===== src/design/per_class_greedy_box_suppression_assert.svh =====
// assertion macros shared by the suppression block
// expects a clock named clk and a reset named rst in the using module
`ifndef PER_CLASS_GREEDY_BOX_SUPPRESSION_ASSERT_SVH
`define PER_CLASS_GREEDY_BOX_SUPPRESSION_ASSERT_SVH

// condition in the same cycle implies the consequence
`define PCGBS_ASSERT_SAME(lbl, ante, cons) \
  lbl: assert property (@(posedge clk) disable iff (rst) (ante) |-> (cons)) \
    else $error("pcgbs assertion failed");

// condition implies the consequence in the following cycle
`define PCGBS_ASSERT_NEXT(lbl, ante, cons) \
  lbl: assert property (@(posedge clk) disable iff (rst) (ante) |=> (cons)) \
    else $error("pcgbs assertion failed");

`endif


===== src/design/pcgbs_pkg.sv =====
// types and constants of the per-class greedy box suppression block
// no dependencies
package pcgbs_pkg;

  localparam int MAX_KEPT = 256;
  localparam int IDX_W    = $clog2(MAX_KEPT);
  localparam int CNT_W    = IDX_W + 1;
  localparam int COORD_W  = 19;
  localparam int SIDE_W   = 18;
  localparam int AREA_W   = 2 * SIDE_W;

  // result verdict codes
  localparam logic [1:0] VERDICT_KEPT       = 2'd0;
  localparam logic [1:0] VERDICT_SUPPRESSED = 2'd1;
  localparam logic [1:0] VERDICT_DROPPED    = 2'd2;

  // configuration register indexes
  localparam logic [7:0] REG_OVERLAP_THRESHOLD = 8'd0;
  localparam logic [7:0] REG_KEEP_LIMIT        = 8'd1;

  typedef struct packed {
    logic [15:0] center_x;
    logic [15:0] center_y;
    logic [15:0] box_width;
    logic [15:0] box_height;
    logic [7:0]  class_label;
    logic        final_candidate;
  } cand_t;

  typedef struct packed {
    logic [1:0] verdict;
    logic [7:0] kept_position;
    logic [8:0] kept_total;
    logic       frame_done;
  } res_t;

  // corner box at twice the input scale, with its class
  typedef struct packed {
    logic signed [COORD_W-1:0] left;
    logic signed [COORD_W-1:0] top;
    logic signed [COORD_W-1:0] right;
    logic signed [COORD_W-1:0] bottom;
    logic [7:0]                cls;
  } box_t;

  // control between the sequencer and one ring cell
  typedef struct packed {
    logic shift;
    logic load;
  } cell_ctl_t;

endpackage


===== src/design/pcgbs_overlap.sv =====
// pipelined overlap test of the candidate against the box at the ring head
// depends on pcgbs_pkg; head box to hit runs through the side, area, union, scaling and compare registers
module pcgbs_overlap (
  input  logic                        clk,
  input  logic                        rst,
  input  logic                        en,
  input  pcgbs_pkg::box_t             head,
  input  pcgbs_pkg::box_t             cand,
  input  logic [pcgbs_pkg::AREA_W-1:0] cand_area,
  input  logic [15:0]                 threshold,
  output logic                        hit
);
  import pcgbs_pkg::*;

  logic signed [COORD_W-1:0] rmin, lmax, bmin, tmax;
  logic signed [COORD_W:0]   iw, ih, wk, hk;

  logic              v1, v2, v3, v4;
  logic [SIDE_W-1:0] iw1, ih1, wk1, hk1;
  logic [AREA_W-1:0] inter2, areak2, inter3;
  logic [AREA_W:0]   uni3;
  logic [AREA_W:0]   uni_sum;
  logic [AREA_W+16:0] prod4;
  logic [AREA_W+15:0] lhs4;

  // intersection sides and kept box sides
  always_comb begin
    rmin = (head.right  < cand.right)  ? head.right  : cand.right;
    lmax = (head.left   > cand.left)   ? head.left   : cand.left;
    bmin = (head.bottom < cand.bottom) ? head.bottom : cand.bottom;
    tmax = (head.top    > cand.top)    ? head.top    : cand.top;
    iw = {rmin[COORD_W-1], rmin} - {lmax[COORD_W-1], lmax};
    ih = {bmin[COORD_W-1], bmin} - {tmax[COORD_W-1], tmax};
    wk = {head.right[COORD_W-1], head.right} - {head.left[COORD_W-1], head.left};
    hk = {head.bottom[COORD_W-1], head.bottom} - {head.top[COORD_W-1], head.top};
  end

  assign uni_sum = {1'b0, areak2} + {1'b0, cand_area} - {1'b0, inter2};

  // stage valids
  always_ff @(posedge clk) begin
    if (rst) begin
      v1  <= 1'b0;
      v2  <= 1'b0;
      v3  <= 1'b0;
      v4  <= 1'b0;
      hit <= 1'b0;
    end else begin
      v1  <= en && !iw[COORD_W] && !ih[COORD_W];
      v2  <= v1;
      v3  <= v2;
      v4  <= v3 && (uni3 != '0);
      hit <= v4 && ({1'b0, lhs4} > prod4);
    end
  end

  // datapath stages
  always_ff @(posedge clk) begin
    iw1    <= iw[SIDE_W-1:0];
    ih1    <= ih[SIDE_W-1:0];
    wk1    <= wk[SIDE_W-1:0];
    hk1    <= hk[SIDE_W-1:0];
    inter2 <= iw1 * ih1;
    areak2 <= wk1 * hk1;
    inter3 <= inter2;
    uni3   <= uni_sum;
    lhs4   <= {inter3, 16'd0};
    prod4  <= threshold * uni3;
  end
endmodule


===== config.mk =====
export PLATFORM = sky130hd
export DESIGN_NAME = pcgbs_overlap
export DESIGN_NICKNAME = d
export VERILOG_FILES = /design/src/design/per_class_greedy_box_suppression_assert.svh /design/src/design/pcgbs_pkg.sv /design/src/design/pcgbs_overlap.sv
export SDC_FILE = /design/constraint.sdc
export NUM_CORES = 2
export LEC_CHECK = 0
export ABC_AREA = 1
export BUFFER_PORTS_ARGS = -buffer_cell sky130_fd_sc_hd__buf_2
export CAP_MARGIN = 0
export CORE_AREA = 4 4 433 477
export CTS_BUF_LIST = sky130_fd_sc_hd__clkbuf_4 sky130_fd_sc_hd__clkbuf_8 sky130_fd_sc_hd__clkbuf_16
export DETAILED_ROUTE_END_ITERATION = 16
export DIE_AREA = 0 0 437 481
export MAX_ROUTING_LAYER = met4
export SYNTH_ARGS = -nofsm -noshare
export SYNTH_HDL_FRONTEND = slang
export SYNTH_SLANG_ARGS = --single-unit

===== constraint.sdc =====
create_clock -name clk -period 9.07 [get_ports clk]
set_input_delay 2.2675 -clock clk [delete_from_list [all_inputs] [get_ports clk]]
set_output_delay 2.2675 -clock clk [all_outputs]
set_load 0.02 [all_outputs]

; ---- Word-level counts from Yosys, hierarchy flattened
; Cells that the tools add are included.
[classes]
n_mux = 4
magnitude_cmp = 5
add_sub_neg = 6
n_reduce_logical = 7
mul = 3
[op_table]
columns = cell, count
row1 = $mux 19, 4
row2 = $mul 18x18->36, 2
row3 = $gt 52x53->1, 1
row4 = $mul 16x37->53, 1
row5 = $sub 19x19->20, 2
row6 = $gt 19x19->1, 2
row7 = $lt 19x19->1, 2
row8 = $add 36x36->37, 1
row9 = $reduce_bool 37->1, 1
row10 = $sub 37x36->37, 1
row11 = $sub 18x18->18, 2
row12 = $logic_and 1x1->1, 4
row13 = $logic_not 1->1, 2
[totals]
output_inout_bits = 1
inputBits = 223
reg_bits = 311
elab_cells = 40

; ---- Logic depth before layout (Yosys ltp)
[depth]
word_depth = 6
depth_mapped = 29
depth_no_buf = 27

; ---- Least setup slack after synthesis
; Ideal clock, no wire load.
[synth_timing]
path_type = input to register
startpoint = input port threshold[1]
endpoint = register prod4[41]
setup_ps = 112
cell_stages = 25
path_slack_ps = 1683
required_time_ps = 8958
arrival_ps = 7275
n_path_buf = 2
cell_sequence = clkbuf_1 > clkbuf_1 > nand2_1 > fa_1 > inv_1 > fa_1 > inv_1 > fa_1 > inv_1 > fa_1 > fa_1 > inv_1 > fa_1 > inv_1 > ha_1 > nand2_1 > inv_1 > a21oi_1 > inv_1 > a21oi_1 > nor2_1 > nor2_1 > nand2_1 > nand2_1 > nand2_1
[synth_via]
elab_chain_len = 1
[synth_lines]
columns = element, line_no
row1 = "start, declared", pcgbs_overlap.sv:10  ; input logic [15:0] threshold,
row2 = $mul 16x37->53, pcgbs_overlap.sv:68  ; prod4 <= threshold * uni3;
row3 = "end signal, assigned", pcgbs_overlap.sv:68
row4 = "end, declared", pcgbs_overlap.sv:23  ; logic [AREA_W+16:0] prod4;
; No other way between the ends.
; A chain may end at the register's enable or synchronous reset.

; ---- Worst setup path after layout
[layout_timing]
startpoint = input port threshold[1]
endpoint = register prod4[40]
; The elaborated chain is that of the path after synthesis.

==> results.tsv <==
metric	value	unit
clkSinkCount	311	
antenna_found_initial	14	
grt_pass1_wl	296	mm
path_max_fanout	27	
status	finished clean	
r2r_end	areak2[22]	
grt_max_degree	38	
required	9.47	ns
synth.cell_area	60200	µm²
drive_above_1_share	3.84	%
cp.arrival	8.07	ns
wl_per_cell	16.9	µm
slew_headroom	28.7	%
timing.fmax	0.130	GHz
die_w	437	µm
clock_latency	0.56	ns
final_area	64900	µm²
fin_nets	10000	
dp_slack	0.900	ns
slowest_stage	fa_1	
area_growth	7.75	%
io_pins	224	
overflow	0	
clockBufferDepth	3	
vias	50200	
numCtsBuffers	37	
yosysSeqAreaShare	10.3	%
post-route-worst-setup-slack	1.40	ns
min_path_type	reg -> reg	
ys_types	39	
synth_warnings	0	
row_count	173	
layout_commonest_cell	nand2_1	
setup_viol	0	
drv_slew	0	
hold_end	lhs4[43]	
crit_type	in -> reg	
period_needed	7.67	ns
cp_cell_sequence	buf_2, buf_4, nand2_1, fa_1, fa_1, fa_1, inv_1, fa_1, fa_1, inv_1, fa_1, inv_1, ha_1, nand2_1, nor2_1, and2_1, nand2_1, nand2_1, nand2_1, nand2_1, nand2_1, nand3_1, nand2_1	
grt_usage	18.3	%
fin_setup_tns	0	ns
synth_edf_count	0	
layout_common_cells	nand2_1 (2403), inv_1 (2240), fa_1 (1040)	
crit_top_cell	nand2_1	
post_cts_buffers	0	
placed_cell_area	63600	µm²
wl	185	mm
drc_errors	0	
synthCells	8249	
hp-start	inter3[27]	
synth_nets	10100	
die_area	210000	µm²
ant_nets	0	
cts_tree	yes	
grt_setup_unrepaired	false	
synthFlopType	dfxtp_1	
first_global_vias	53800	
hold_viol_final	0	
place_hpwl	160	mm
r2r-start	hk1[3]	
cts_root_buf	clkbuf_16	
post_cts_resized	0	
max_stage_delay	0.57	ns
path_clk_slew	0.05	ns
io_buffers	207	
drt_iter0_drc	3046	
tightest_slew	1.07	ns
die_h	481	µm
ys_ff_latch	311	
endpoint_kind	flip-flop	
reg2reg_slack	2.78	ns
start_util	29.8	%
skew	0.0230	ns
utilization	32.2	%
place_congestion	0.975	
vias_per_cell	4.58	
drv_cap	0	
core	202000	µm²
htreeDepth	2	
r2r_cells	18	
async_reset_ff_share	0	%
ctsHoldBuffers	0	
first_pass_iters	6	
critPathLaunchType	primary input	
holdPathStages	0	
avgSynthCellArea	7.30	µm²
timing.final.crit_share	84.6	%
worst max-delay path, delay by kind of cell:
family	cells	cell delay, ns
adders and majority gates	7	3.46
and+or+nand+nor	11	1.40
buffers and inverters	5	0.95
final cells by class:
cell class,instances,area [µm²]
fill,21900,137000
sequential,311,6230
inverter,2240,8410
clock inverter,15,205
tap,2712,3390
multi-input combinational,5388,44300
antenna,5,12.5
timing repair buffer,236,1250
clock buffer,48,1050
sequential cells by signal, indices dropped and copies added (netlist names), 36 cells and up:
register / flops
prod4: 53
inter3: 36
areak2: 36
uni3: 37
lhs4: 36
inter2: 36
cells in the mapped netlist, types with 9 or more instances:
cell	count	area share, %
buf_2	13	0.11
o21bai_1	21	0.26
a21oi_1	289	2.4
a21o_1	23	0.29
inv_1	2240	14
nor4_1	15	0.16
nand4_1	56	0.58
buf_1	60	0.37
nand3b_1	12	0.15
dfxtp_1	311	10
clkbuf_1	223	1.4
nor2_1	301	1.9
o21a_1	19	0.24
and2_1	10	0.10
buf_4	9	0.11
nand3_1	285	2.4
fa_1	1040	35
xor2_1	105	1.5
ha_1	564	12
nand2_1	2403	15
xnor2_1	33	0.48
nor3_1	42	0.35
o21ai_1	11	0.091
o21ai_0	121	1.0
a31oi_1	9	0.094
metrics by stage:
step	instances	hold slack, ns
after detailed placement	10900	0.312
after global placement	10900	0.314
after CTS	11000	0.325
final	11000	0.324
after global routing	11000	0.329
after floorplan	8249	0.310
per-layer routing:
layer	track usage (%)	part of all wire [%]	wire length (µm)	vias up
met4	5.99	3.9	7170	0
met2	32.7	51	93700	1444
met3	2.04	4.8	8890	324
li1	-	-	-	23900
met1	21.3	41	75500	24500
met5	-	0	0	-
worst max path at each step:
stage / start / end / slack (ns) / cells past startpoint
6_report: threshold[1] / prod4[40] / 1.40 / 23
4_1_cts: threshold[1] / prod4[40] / 1.44 / 23
5_1_grt: threshold[1] / prod4[40] / 1.13 / 23
2_1_floorplan: threshold[1] / prod4[41] / 1.68 / 25
3_5_place_dp: threshold[1] / prod4[40] / 0.90 / 23
3_3_place_gp: threshold[1] / prod4[40] / 0.87 / 23
cell families (layout without fill, tap and decap cells):
logic type	count (synthesis)	after routing	synth area share [%]
adders and majority gates	1604	1604	46.3
DFF	311	311	10.3
buffers and inverters	2550	2539	16.0
xor gates and xnor gates	138	138	2.01
other	0	5	0
AOI/OAI and AO/OA	508	508	4.58
and+or+nand+nor	3138	3138	20.7
Power is left out: the tool's default activity adds up to more than one toggle a clock period on the data nets, which glitch-free logic cannot reach.
