`src/design/per_class_greedy_box_suppression_assert.svh`:
```
// assertion macros shared by the suppression block
// expects a clock named clk and a reset named rst in the using module
`ifndef PER_CLASS_GREEDY_BOX_SUPPRESSION_ASSERT_SVH
`define PER_CLASS_GREEDY_BOX_SUPPRESSION_ASSERT_SVH

// condition in the same cycle implies the consequence
`define PCGBS_ASSERT_SAME(lbl, ante, cons) \
  lbl: assert property (@(posedge clk) disable iff (rst) (ante) |-> (cons)) \
    else $error("pcgbs assertion failed");

// condition implies the consequence in the following cycle
`define PCGBS_ASSERT_NEXT(lbl, ante, cons) \
  lbl: assert property (@(posedge clk) disable iff (rst) (ante) |=> (cons)) \
    else $error("pcgbs assertion failed");

`endif

```
`src/design/pcgbs_pkg.sv`:
```
// types and constants of the per-class greedy box suppression block
// no dependencies
package pcgbs_pkg;

  localparam int MAX_KEPT = 256;
  localparam int IDX_W    = $clog2(MAX_KEPT);
  localparam int CNT_W    = IDX_W + 1;
  localparam int COORD_W  = 19;
  localparam int SIDE_W   = 18;
  localparam int AREA_W   = 2 * SIDE_W;

  // result verdict codes
  localparam logic [1:0] VERDICT_KEPT       = 2'd0;
  localparam logic [1:0] VERDICT_SUPPRESSED = 2'd1;
  localparam logic [1:0] VERDICT_DROPPED    = 2'd2;

  // configuration register indexes
  localparam logic [7:0] REG_OVERLAP_THRESHOLD = 8'd0;
  localparam logic [7:0] REG_KEEP_LIMIT        = 8'd1;

  typedef struct packed {
    logic [15:0] center_x;
    logic [15:0] center_y;
    logic [15:0] box_width;
    logic [15:0] box_height;
    logic [7:0]  class_label;
    logic        final_candidate;
  } cand_t;

  typedef struct packed {
    logic [1:0] verdict;
    logic [7:0] kept_position;
    logic [8:0] kept_total;
    logic       frame_done;
  } res_t;

  // corner box at twice the input scale, with its class
  typedef struct packed {
    logic signed [COORD_W-1:0] left;
    logic signed [COORD_W-1:0] top;
    logic signed [COORD_W-1:0] right;
    logic signed [COORD_W-1:0] bottom;
    logic [7:0]                cls;
  } box_t;

  // control between the sequencer and one ring cell
  typedef struct packed {
    logic shift;
    logic load;
  } cell_ctl_t;

endpackage

```
`src/design/pcgbs_cell.sv`:
```
// one kept-box cell of the rotating ring
// depends on pcgbs_pkg
module pcgbs_cell (
  input  logic              clk,
  input  pcgbs_pkg::cell_ctl_t ctl,
  input  pcgbs_pkg::box_t   from_next,
  input  pcgbs_pkg::box_t   load_box,
  output pcgbs_pkg::box_t   box
);
  import pcgbs_pkg::*;

  box_t held;

  // take the neighbor's box on a shift, a new kept box on a load
  always_ff @(posedge clk) begin
    if (ctl.load) begin
      held <= load_box;
    end else if (ctl.shift) begin
      held <= from_next;
    end
  end

  assign box = held;
endmodule

```
`config.mk`:
```
export PLATFORM = sky130hd
export DESIGN_NAME = pcgbs_cell
export DESIGN_NICKNAME = d
export VERILOG_FILES = /design/src/design/per_class_greedy_box_suppression_assert.svh /design/src/design/pcgbs_pkg.sv /design/src/design/pcgbs_cell.sv
export SDC_FILE = /design/constraint.sdc
export NUM_CORES = 1
export LEC_CHECK = 0
export ABC_AREA = 1
export BUFFER_PORTS_ARGS = -buffer_cell sky130_fd_sc_hd__buf_2
export CAP_MARGIN = 30
export CORE_UTILIZATION = 35
export CTS_BUF_LIST = sky130_fd_sc_hd__clkbuf_8
export CTS_CLUSTER_DIAMETER = 200
export DETAILED_ROUTE_END_ITERATION = 10
export PLACE_DENSITY = 0.66
export SYNTH_ARGS = -nofsm -noshare
export SYNTH_HDL_FRONTEND = slang
export SYNTH_SLANG_ARGS = --single-unit
```
`constraint.sdc`:
```
create_clock -name clk -period 5.8 [get_ports clk]
set_input_delay 0.29 -clock clk [delete_from_list [all_inputs] [get_ports clk]]
set_output_delay 0.29 -clock clk [all_outputs]
set_load 0.01 [all_outputs]
```
; Yosys cells after proc, flatten, opt, wreduce, memory -nomap -nowiden
; Index checks and enable logic that the tools add are counted.
[word_totals]
output_inout_bits = 84
ff_bits = 84
wordCells = 8
inputBits = 171
[op_classes]
reduce_logical = 1
n_mux = 2
[ops]
columns = op, n
row1 = two-way mux 84 bit, 2
row2 = nonzero test 2 bit, 1

; Longest topological paths before layout
; Gate-level depths: netlist (run 1).
[logic_depth]
ltp_word = 2
ltp_mapped = 6
ltp_nobuf = 3

; Worst setup path after synthesis (run 1)
; No wires, ideal clock.
[synth_path]
kind = input -> register
start = in ctl[0] in the netlist's numbering
end = reg held (netlist bit box[0]), enable pin
t_arrival_ns = 1.606
setup_ns = 0.406
t_required_ns = 5.394
path_buffers = 2
stages = 3
slack_ns = 3.788
cell_sequence = buf_2 > buf_6 > or2_2
[synth_between]
elab_chain_len = 1
[synth_lines]
columns = item, line
row1 = "start, declared", pcgbs_cell.sv:5  ; input pcgbs_pkg::cell_ctl_t ctl,
row2 = nonzero test 2 bit (no line), n/a
row3 = "end signal, assigned", pcgbs_cell.sv:17  ; held <= load_box;
row4 = "end signal, assigned", pcgbs_cell.sv:19  ; held <= from_next;
row5 = "end, declared", pcgbs_cell.sv:12  ; box_t held;
; No other way between the ends.
; A chain may end at the register's enable or synchronous reset.

; Worst setup path after layout (run 1)
[layout_path]
start = in ctl[0] in the netlist's numbering
end = reg held (netlist bit box[81]) (data pin)
[layout_between]
elab_chain_len = 1
[layout_lines]
columns = item, line
row1 = two-way mux 84 bit, pcgbs_cell.sv:16  ; if (ctl.load) begin
; No other way between the ends.

==> results by group, run 1 <==
Power and ir drop
  – PD cells: 285 mW/mm2
  – Final Power: 1.48 mW
  – Leak Pwr: 2.76 nW
  – NetSw: 0.346 mW
  – Clock network fraction of design power: 32.4%
  – VDD IR-drop max: 98.9 uV
  – Logic pwr share: 16.2%
  – Seq pwr share: 51.4%
  – Internal cell power: 1.13 mW
  – Sw Share: 23.4%

Global routing
  – GR Overflow Total: 0
  – Vias in the first global route: 3170
  – Total GRT Usage: 17.2%
  – Global-route wire length before repair: 14600 um
  – Largest net degree at the start of global routing: 48
  – Initial antenna violation count: 0

Floorplan
  – Core area: 0.00991 mm2
  – Ports: 255
  – Die Ht: 104 um
  – Die footprint: 0.0108 mm2
  – Die Wd: 104 um
  – Starting Density: 36.6%
  – Core Rows: 36

Layout
  – NumNets Final: 777
  – ANT cells: 0
  – Area added between synthesis and finish: 43.1%
  – Max FFs per register: 84
  – Fraction of layout cells with a size suffix above 1: 44.5%

Clocking
  – Post-CTS setup buffers: 0
  – Bufs on Longest Clock Path: 2
  – Cts hold-fix bufs: 0
  – # H-tree levels: 3
  – Cts bufs inserted: 9
  – Clk pin slew, worst setup/hold paths: 80 ps
  – CTS root buffer: clkbuf_8
  – CTS tree: built
  – # clock sinks: 84
  – PostCTS Resize Cnt: 0

Yosys
  – Synth cell count leaders: nand2_1, edfxtp_1, buf_2
  – Seq/Total Area, Yosys: 69.6%
  – Warnings, synthesis: 0
  – Prevailing post-synth register cell: edfxtp_1
  – Syn_area_per_cell: 10.1 um2
  – Synthesized-area fraction occupied by xor and xnor cells: 0%
  – Yosys top cell area share: 69.6%
  – Number of synthesized flops with an enable pin: 84
  – Most frequent cell after synthesis: nand2_1
  – Combinational family with the most area after synthesis: simple AND/OR/NAND/NOR gates
  – Compound-gate portion of the synthesized area: 0%
  – Post-synthesis mux area share: 0%
  – FFs w/ async S/R, synth: 0%
  – Synth Area in Adders: 0%
  – Post-synth top area cell: edfxtp_1
  – Synth area leaders: edfxtp_1, nand2_1, buf_6
  – Netlist cell types: 6
  – Synth Register Bits: 84
  – Mapped Cells: 357
  – Post-synthesis simple-gate area fraction: 26.3%
  – Post-Syn Area: 0.00362 mm2
  – Syn nets: 528

Route
  – WL final: 9210 um
  – Per-cell routed wire length: 12.4 um
  – Vias post-DR: 3214
  – DRT antenna net count: 0
  – DR DRC count: 0
  – Number of DRC markers in iteration 0: 176
  – Initial DRT Pass Iterations: 4
  – Via-to-Cell Ratio: 4.32

STA
  – Tmin final: 1950 ps
  – Final Hold Viols: 0
  – Slew at the pin closest to its max-slew limit: 804 ps
  – Fin Hold WS: 214 ps
  – Final worst path period share: 33.6%
  – Setup slack after layout: 3850 ps
  – Setup violations, final: 0
  – Slew HR: 46.4%
  – RSZ-0062 raised after global routing: false
  – Pins over their slew limit: 0
  – Fmax: 0.513 GHz
  – Setup_tns: 0 ps

Placement
  – PortBufs: 254
  – Final GP Congestion: 0.815
  – Hpwl dp: 7030 um
  – Dpl ws: 3500 ps

Outcome
  – Status: complete, no violations

Worst setup path
  – Critical path fanouts, max: 47
  – Worst Setup SP: ctl[0]
  – CP required: 5890 ps
  – Critical Path Sink: box[81]$_DFFE_PP_
  – WS Path Type: in -> reg
  – Startpoint Class: primary input
  – CP Capture Type: register
  – Critical Path AT: 2040 ps

Run
  – # Max-Cap Violations: 0

Worst hold path
  – Worst hold path class: in -> reg
[layout by cell type, fill, tap and decap left out]
cell,instances
clkinvlp_4,1
buf_4,2
inv_1,3
buf_2,254
clkbuf_8,9
edfxtp_1,84
bufinv_16,3
buf_12,1
nand2_1,252
inv_2,1
or2_4,1
[worst max-delay path, cell delays in order]
cell,delay (ps)
buf_2,610
inv_2,490
buf_4,410
nand2_1,120
nand2_1,60
[cell families after synthesis]
family,Yosys count
flip-flops,84
AND/OR/NAND/NOR,253
buffers and inverters,20
[power by group through the flow]
| stage | clock network [mW] | registers (mW) | logic (mW) |
|---|---|---|---|
| 6_report | 0.479 | 0.760 | 0.239 |
| 5_1_grt | 0.517 | 0.767 | 0.264 |
| 4_1_cts | 0.495 | 0.761 | 0.243 |
| 3_5_place_dp | 0 | 0.775 | 0.242 |
| 3_3_place_gp | 0 | 0.773 | 0.236 |
| 2_1_floorplan | 0 | 0.814 | 0.0680 |
[stage by stage]
stage,instances,utilization (%),cell area [um2]
floorplan,357,-,3620
global placement,727,49.8,4930
detailed placement,728,50.0,4950
CTS,744,52.3,5190
global route,744,52.3,5190
finish,744,52.3,5190
[final cells by class]
type,count,area (um2)
sequential,84,2520
timing repair buffer,257,1310
fill,928,4720
clock buffer,9,124
multi-input combinational,253,955
tap,133,166
clock inverter,7,109
inverter,1,3.75
[worst min path at each step]
stage,startpoint,endpoint,cells past startpoint
2_1_floorplan,from_next[0],box[0]$_DFFE_PP_,2
3_3_place_gp,from_next[10],box[10]$_DFFE_PP_,3
3_5_place_dp,from_next[13],box[13]$_DFFE_PP_,3
4_1_cts,from_next[78],box[78]$_DFFE_PP_,3
5_1_grt,from_next[6],box[6]$_DFFE_PP_,3
6_report,from_next[63],box[63]$_DFFE_PP_,3
[per-layer routing]
layer	part of all wire, %	wire, um	track usage, %
met1	40	3640	19.1
met2	52	4780	31.3
met3	7.5	694	4.47
met4	0.98	90	7.24
met5	0	0	0
(Power assumes the default switching activity.)
==> run 2, diff against run 1 <==
Settings changed: PLACE_DENSITY 0.66 to 0.69.
Clock period 5.8 ns to 1.7 ns, I/O delays scaled along.
==> results by group, run 2 (synthesis gave the netlist of run 1 again) <==
Floorplan
  – Core Rows: 36 (unchanged)
  – Die footprint: 0.0108 mm2 (unchanged)
  – Die Wd: 104 um (unchanged)
  – Ports: 255 (unchanged)
  – Core area: 0.00991 mm2 (unchanged)
  – Die Ht: 104 um (unchanged)
  – Starting Density: 36.6% (unchanged)

Route
  – Number of DRC markers in iteration 0: 316 (+80%)
  – DR DRC count: 0 (unchanged)
  – Per-cell routed wire length: 13.5 um (+8.8%)
  – Initial DRT Pass Iterations: 4 (unchanged)
  – WL final: 11500 um (+25%)
  – Via-to-Cell Ratio: 4.48 (+3.7%)
  – Vias post-DR: 3840 (+19%)
  – DRT antenna net count: 0 (unchanged)

Worst hold path
  – Worst hold path class: in -> reg

Placement
  – Final GP Congestion: 0.819 (+0.50%)
  – Inst Count DP: 729 (+0.14%)
  – Dpl ws: 524 ps (-2970 ps)
  – Hpwl dp: 6870 um (-2.2%)
  – Area after DPL: 0.00497 mm2 (+0.40%)
  – PortBufs: 254 (unchanged)

STA
  – Tmin final: 1370 ps
  – Slew at the pin closest to its max-slew limit: 473 ps (-331 ps)
  – Setup violations, final: 0 (unchanged)
  – Fmax: 0.729 GHz
  – Pins over their slew limit: 0 (unchanged)
  – Final worst path period share: 80.6%
  – Slew HR: 68.4% (+22 points)
  – RSZ-0062 raised after global routing: false
  – Setup_tns: 0 ps (unchanged)
  – Setup slack after layout: 329 ps (-3520 ps)
  – Final Hold Viols: 0 (unchanged)

Power and ir drop
  – VDD IR-drop max: 315 uV (+220%)
  – PD cells: 777 mW/mm2 (+170%)
  – Leak Pwr: 3.22 nW (+17%)
  – Final Power: 4.85 mW (+230%)

Global routing
  – Total GRT Usage: 21.4% (+4.2 points)
  – GR Overflow Total: 0 (unchanged)
  – Global-route wire length before repair: 18000 um (+23%)
  – Initial antenna violation count: 1 (+1)
  – Largest net degree at the start of global routing: 85 (+77%)
  – Vias in the first global route: 3954 (+25%)

Worst setup path
  – Cell chain of the critical path: buf_2, inv_2, buf_12, nand2_1, nand2_1, dlygate4sd3_1
  – Critical Path Most Common Cell: nand2_1
  – CP Capture Type: register
  – Critical Path AT: 1590 ps (-450 ps)
  – Startpoint Class: primary input
  – Critical path fanouts, max: 63 (+34%)
  – Crit path largest cell delay: 550 ps (-60 ps)
  – Crit-path slowest cell: dlygate4sd3_1
  – WS Path Type: in -> reg
  – CP required: 1920 ps (-3970 ps)

Clocking
  – Cts hold-fix bufs: 110 (+110)
  – CTS root buffer: clkbuf_8
  – Post-CTS setup buffers: 0 (unchanged)
  – Bufs on Longest Clock Path: 2 (unchanged)
  – PostCTS Resize Cnt: 0 (unchanged)
  – Cts bufs inserted: 9 (unchanged)
  – Clk pin slew, worst setup/hold paths: 80 ps (about the same)
  – # clock sinks: 84 (unchanged)
  – # H-tree levels: 3 (unchanged)
  – CTS tree: built

Layout
  – Fraction of layout cells with a size suffix above 1: 37.5% (-7.0 points)
  – Area added between synthesis and finish: 72.2%
  – Post-route insts no fill: 857 (+15%)
  – Design Area, Final: 0.00624 mm2 (+20%)
  – Commonest non-fill, non-tap cell in the layout: buf_2
  – Highest-count cells in the layout ignoring fill and taps: buf_2, nand2_1, dlygate4sd3_1
  – NumNets Final: 889 (+14%)
  – Max FFs per register: 84 (unchanged)

Run
  – # Max-Cap Violations: 0 (unchanged)

Outcome
  – Status: complete, no violations
run 2: worst paths after layout:
check,startpoint,end,slack (ps),depth (start not counted)
worst max-delay path,ctl[0],box[71]$_DFFE_PP_,330,6
worst min-delay path,from_next[28],box[28]$_DFFE_PP_,8,3
run 2: critical path: cells and delay by family:
kind          cells  cell delay [ps]
buf+inv           4             1260
simple gates      2              170
run 2: layer usage:
layer	part of all wire [%]	up-vias	GRT usage, %
met3	7.5	42	5.48
met4	4.0	0	12.8
met1	36	1722	21.4
li1	-	1863	-
met2	52	213	39.9
met5	0	-	0
run 2: through the flow:
| step | utilization, % | hold slack, ps |
|---|---|---|
| 2_1_floorplan | - | 264 |
| 3_3_place_gp | 50.2 | 347 |
| 3_5_place_dp | 50.2 | 353 |
| 4_1_cts | 62.8 | 0.337 |
| 5_1_grt | 63.0 | 2.35 |
| 6_report | 63.0 | 7.60 |
run 2: power by group:
group / switching [mW] / internal (mW) / total (mW)
clock network: 0.679 / 0.501 / 1.18
logic: 0.506 / 0.562 / 1.07
registers: 0.0582 / 2.54 / 2.60
run 2: cell type report:
type | count | area, um2
fillers | 785 | 3670
multi-input cells | 253 | 955
diodes | 1 | 2.50
flip-flops and latches | 84 | 2520
clock inverters | 7 | 28.8
well taps | 133 | 166
repair buffers | 369 | 2440
inverters | 1 | 3.75
clock buffers | 9 | 124
==> run 3, diff against run 2 <==
Settings changed: PLACE_DENSITY 0.69 to 0.66.
Clock period 1.7 ns to 1.3 ns, I/O delays scaled along.
==> results by group, run 3 (synthesis gave the netlist of run 1 again) <==
STA
  – Setup violations, final: 1 (+1)
  – Slew at the pin closest to its max-slew limit: 467 ps (-6.17 ps)
  – Slew HR: 68.9% (+0.41 points)
  – Tmin final: 1320 ps
  – Fmax: 0.760 GHz
  – Pins over their slew limit: 0 (unchanged)
  – Setup slack after layout: -15.3 ps (-344 ps)
  – Final worst path period share: 101%
  – Fin Hold WS: -14.9 ps (-22.5 ps)
  – Final Hold Viols: 5 (+5)
  – RSZ-0062 raised after global routing: false

Layout
  – Area added between synthesis and finish: 77.8%
  – ANT cells: 0 (-1)
  – Filler instances: 780 (-0.64%)
  – NumNets Final: 903 (+1.6%)
  – Commonest non-fill, non-tap cell in the layout: buf_2
  – Fraction of layout cells with a size suffix above 1: 37.2% (-0.25 points)
  – Final Util: 65.0% (+2.0 points)
  – Highest-count cells in the layout ignoring fill and taps: buf_2, nand2_1, dlygate4sd3_1
  – Max FFs per register: 84 (unchanged)
  – Multi-input logic area: 957 um2 (+0.26%)
  – Reg area: 0.00252 mm2 (unchanged)

Clocking
  – # clock sinks: 84 (unchanged)
  – # H-tree levels: 3 (unchanged)
  – CTS tree: built
  – CTS root buffer: clkbuf_8
  – Bufs on Longest Clock Path: 2 (unchanged)
  – Clk pin slew, worst setup/hold paths: 90 ps (about the same)
  – Post-CTS setup buffers: 0 (unchanged)
  – Cts bufs inserted: 9 (unchanged)

Worst setup path
  – CP delay by family, top: buffers and inverters
  – Critical Path AT: 1410 ps (-180 ps)
  – Critical path fanouts, max: 1 (-98%)
  – Cell chain of the critical path: dlygate4sd3_1, buf_2, nand2_1, nand2_1, dlygate4sd3_1
  – Startpoint Class: primary input
  – CP required: 1390 ps (-530 ps)
  – WS Path Type: in -> reg
  – Worst Setup SP: from_next[8]
  – CP Capture Type: register
  – Crit-path slowest cell: dlygate4sd3_1
  – CP bufs+invs: 3 (-1)
  – Crit path largest cell delay: 550 ps (about the same)

Power and ir drop
  – Leak Pwr: 3.32 nW (+3.0%)
  – PD cells: 1050 mW/mm2 (+35%)
  – VDD IR-drop max: 509 uV (+62%)

Global routing
  – GR Overflow Total: 0 (unchanged)
  – M2 GR Usage: 40.8% (+0.91 points)
  – Met3 Track Usage GR: 5.22% (-0.25 points)
  – Largest net degree at the start of global routing: 84 (-1.2%)
  – M1 GR Usage: 21.0% (-0.40 points)
  – Initial antenna violation count: 0 (-1)
  – Vias in the first global route: 4047 (+2.4%)
  – Total GRT Usage: 21.1% (-0.35 points)
  – GR peak layer: met2
  – Global-route wire length before repair: 18000 um (unchanged)

Floorplan
  – Core area: 0.00991 mm2 (unchanged)
  – Starting Density: 36.6% (unchanged)
  – Core Rows: 36 (unchanged)
  – Die footprint: 0.0108 mm2 (unchanged)
  – Die Ht: 104 um (unchanged)
  – Die Wd: 104 um (unchanged)
  – Ports: 255 (unchanged)

Route
  – Number of DRC markers in iteration 0: 211 (-33%)
  – WL final: 11100 um (-3.8%)
  – Per-cell routed wire length: 12.8 um (-5.1%)
  – DRT antenna net count: 0 (unchanged)
  – DR DRC count: 0 (unchanged)
  – Initial DRT Pass Iterations: 6 (+2)
  – Via-to-Cell Ratio: 4.38 (-2.2%)
  – Vias post-DR: 3810 (-0.78%)

Worst hold path
  – Worst hold path class: in -> reg
  – HP Start: load_box[67]

Placement
  – Final GP Congestion: 0.792 (-3.3%)
  – PortBufs: 254 (unchanged)
  – Hpwl dp: 6720 um (-2.3%)

Outcome
  – Failing checks: negative hold slack, negative setup slack
  – Status: finished with violations

Run
  – # Max-Cap Violations: 0 (unchanged)
## run 3: changes by cell type in the layout (fill, tap and decap cells not counted)
cell,delta
inv_1,-2
dlymetal6s4s_1,+3
bufinv_16,+2
clkinv_2,-2
clkinv_1,-1
nand2_2,+1
clkinvlp_4,+2
nand2_1,-1
diode_2,-1
dlygate4sd3_1,+11
## run 3: power breakdown
group | switching, mW | total, mW | internal, mW
combinational | 0.669 | 1.44 | 0.770
clock | 0.879 | 1.94 | 1.06
sequential | 0.0730 | 3.40 | 3.32
total | 1.62 | 6.77 | 5.15
## run 3: final cells by class
class,instances,share of cell area [%]
Clock buffer,9,1.92
Clock inverter,6,1.28
Inverter,1,0.0583
Multi-Input combinational cell,253,14.9
Sequential cell,84,39.2
Tap cell,133,2.58
Timing Repair Buffer,383,40.1
## run 3: final timing paths
kind | end | slack (ps) | cells after the start
setup / recovery | box[8]$_DFFE_PP_ | -20 | 5
hold / removal | box[67]$_DFFE_PP_ | -10 | 3
## run 3: per-layer routing
layer	up-vias	share of wire [%]
li1	1888	-
met1	1707	37
met2	186	53
met3	29	7.2
met4	0	3.1
met5	-	0
## run 3: stage by stage
| step | instance area, um2 | power [mW] | setup WS [ps] | setup TNS, ps | instances |
|---|---|---|---|---|---|
| after CTS | 6580 | 6.87 | 33.2 | 0 | 884 |
| after floorplan | 3640 | 3.94 | -15.9 | -1330 | 357 |
| after global routing | 6440 | 7.08 | 1.86 | 0 | 869 |
| final | 6440 | 6.77 | -15.3 | -15.3 | 869 |
| after detailed placement | 4970 | 4.54 | 194 | 0 | 729 |
| after global placement | 4970 | 4.51 | 205 | 0 | 729 |
## run 3: timing repair
| action | CTS | global route |
|---|---|---|
| hold buffers | 140 | 0 |
| setup endpoints to repair | 0 | 19 |
| resized for setup | 0 | 4 |
| hold endpoints to repair | 76 | 0 |
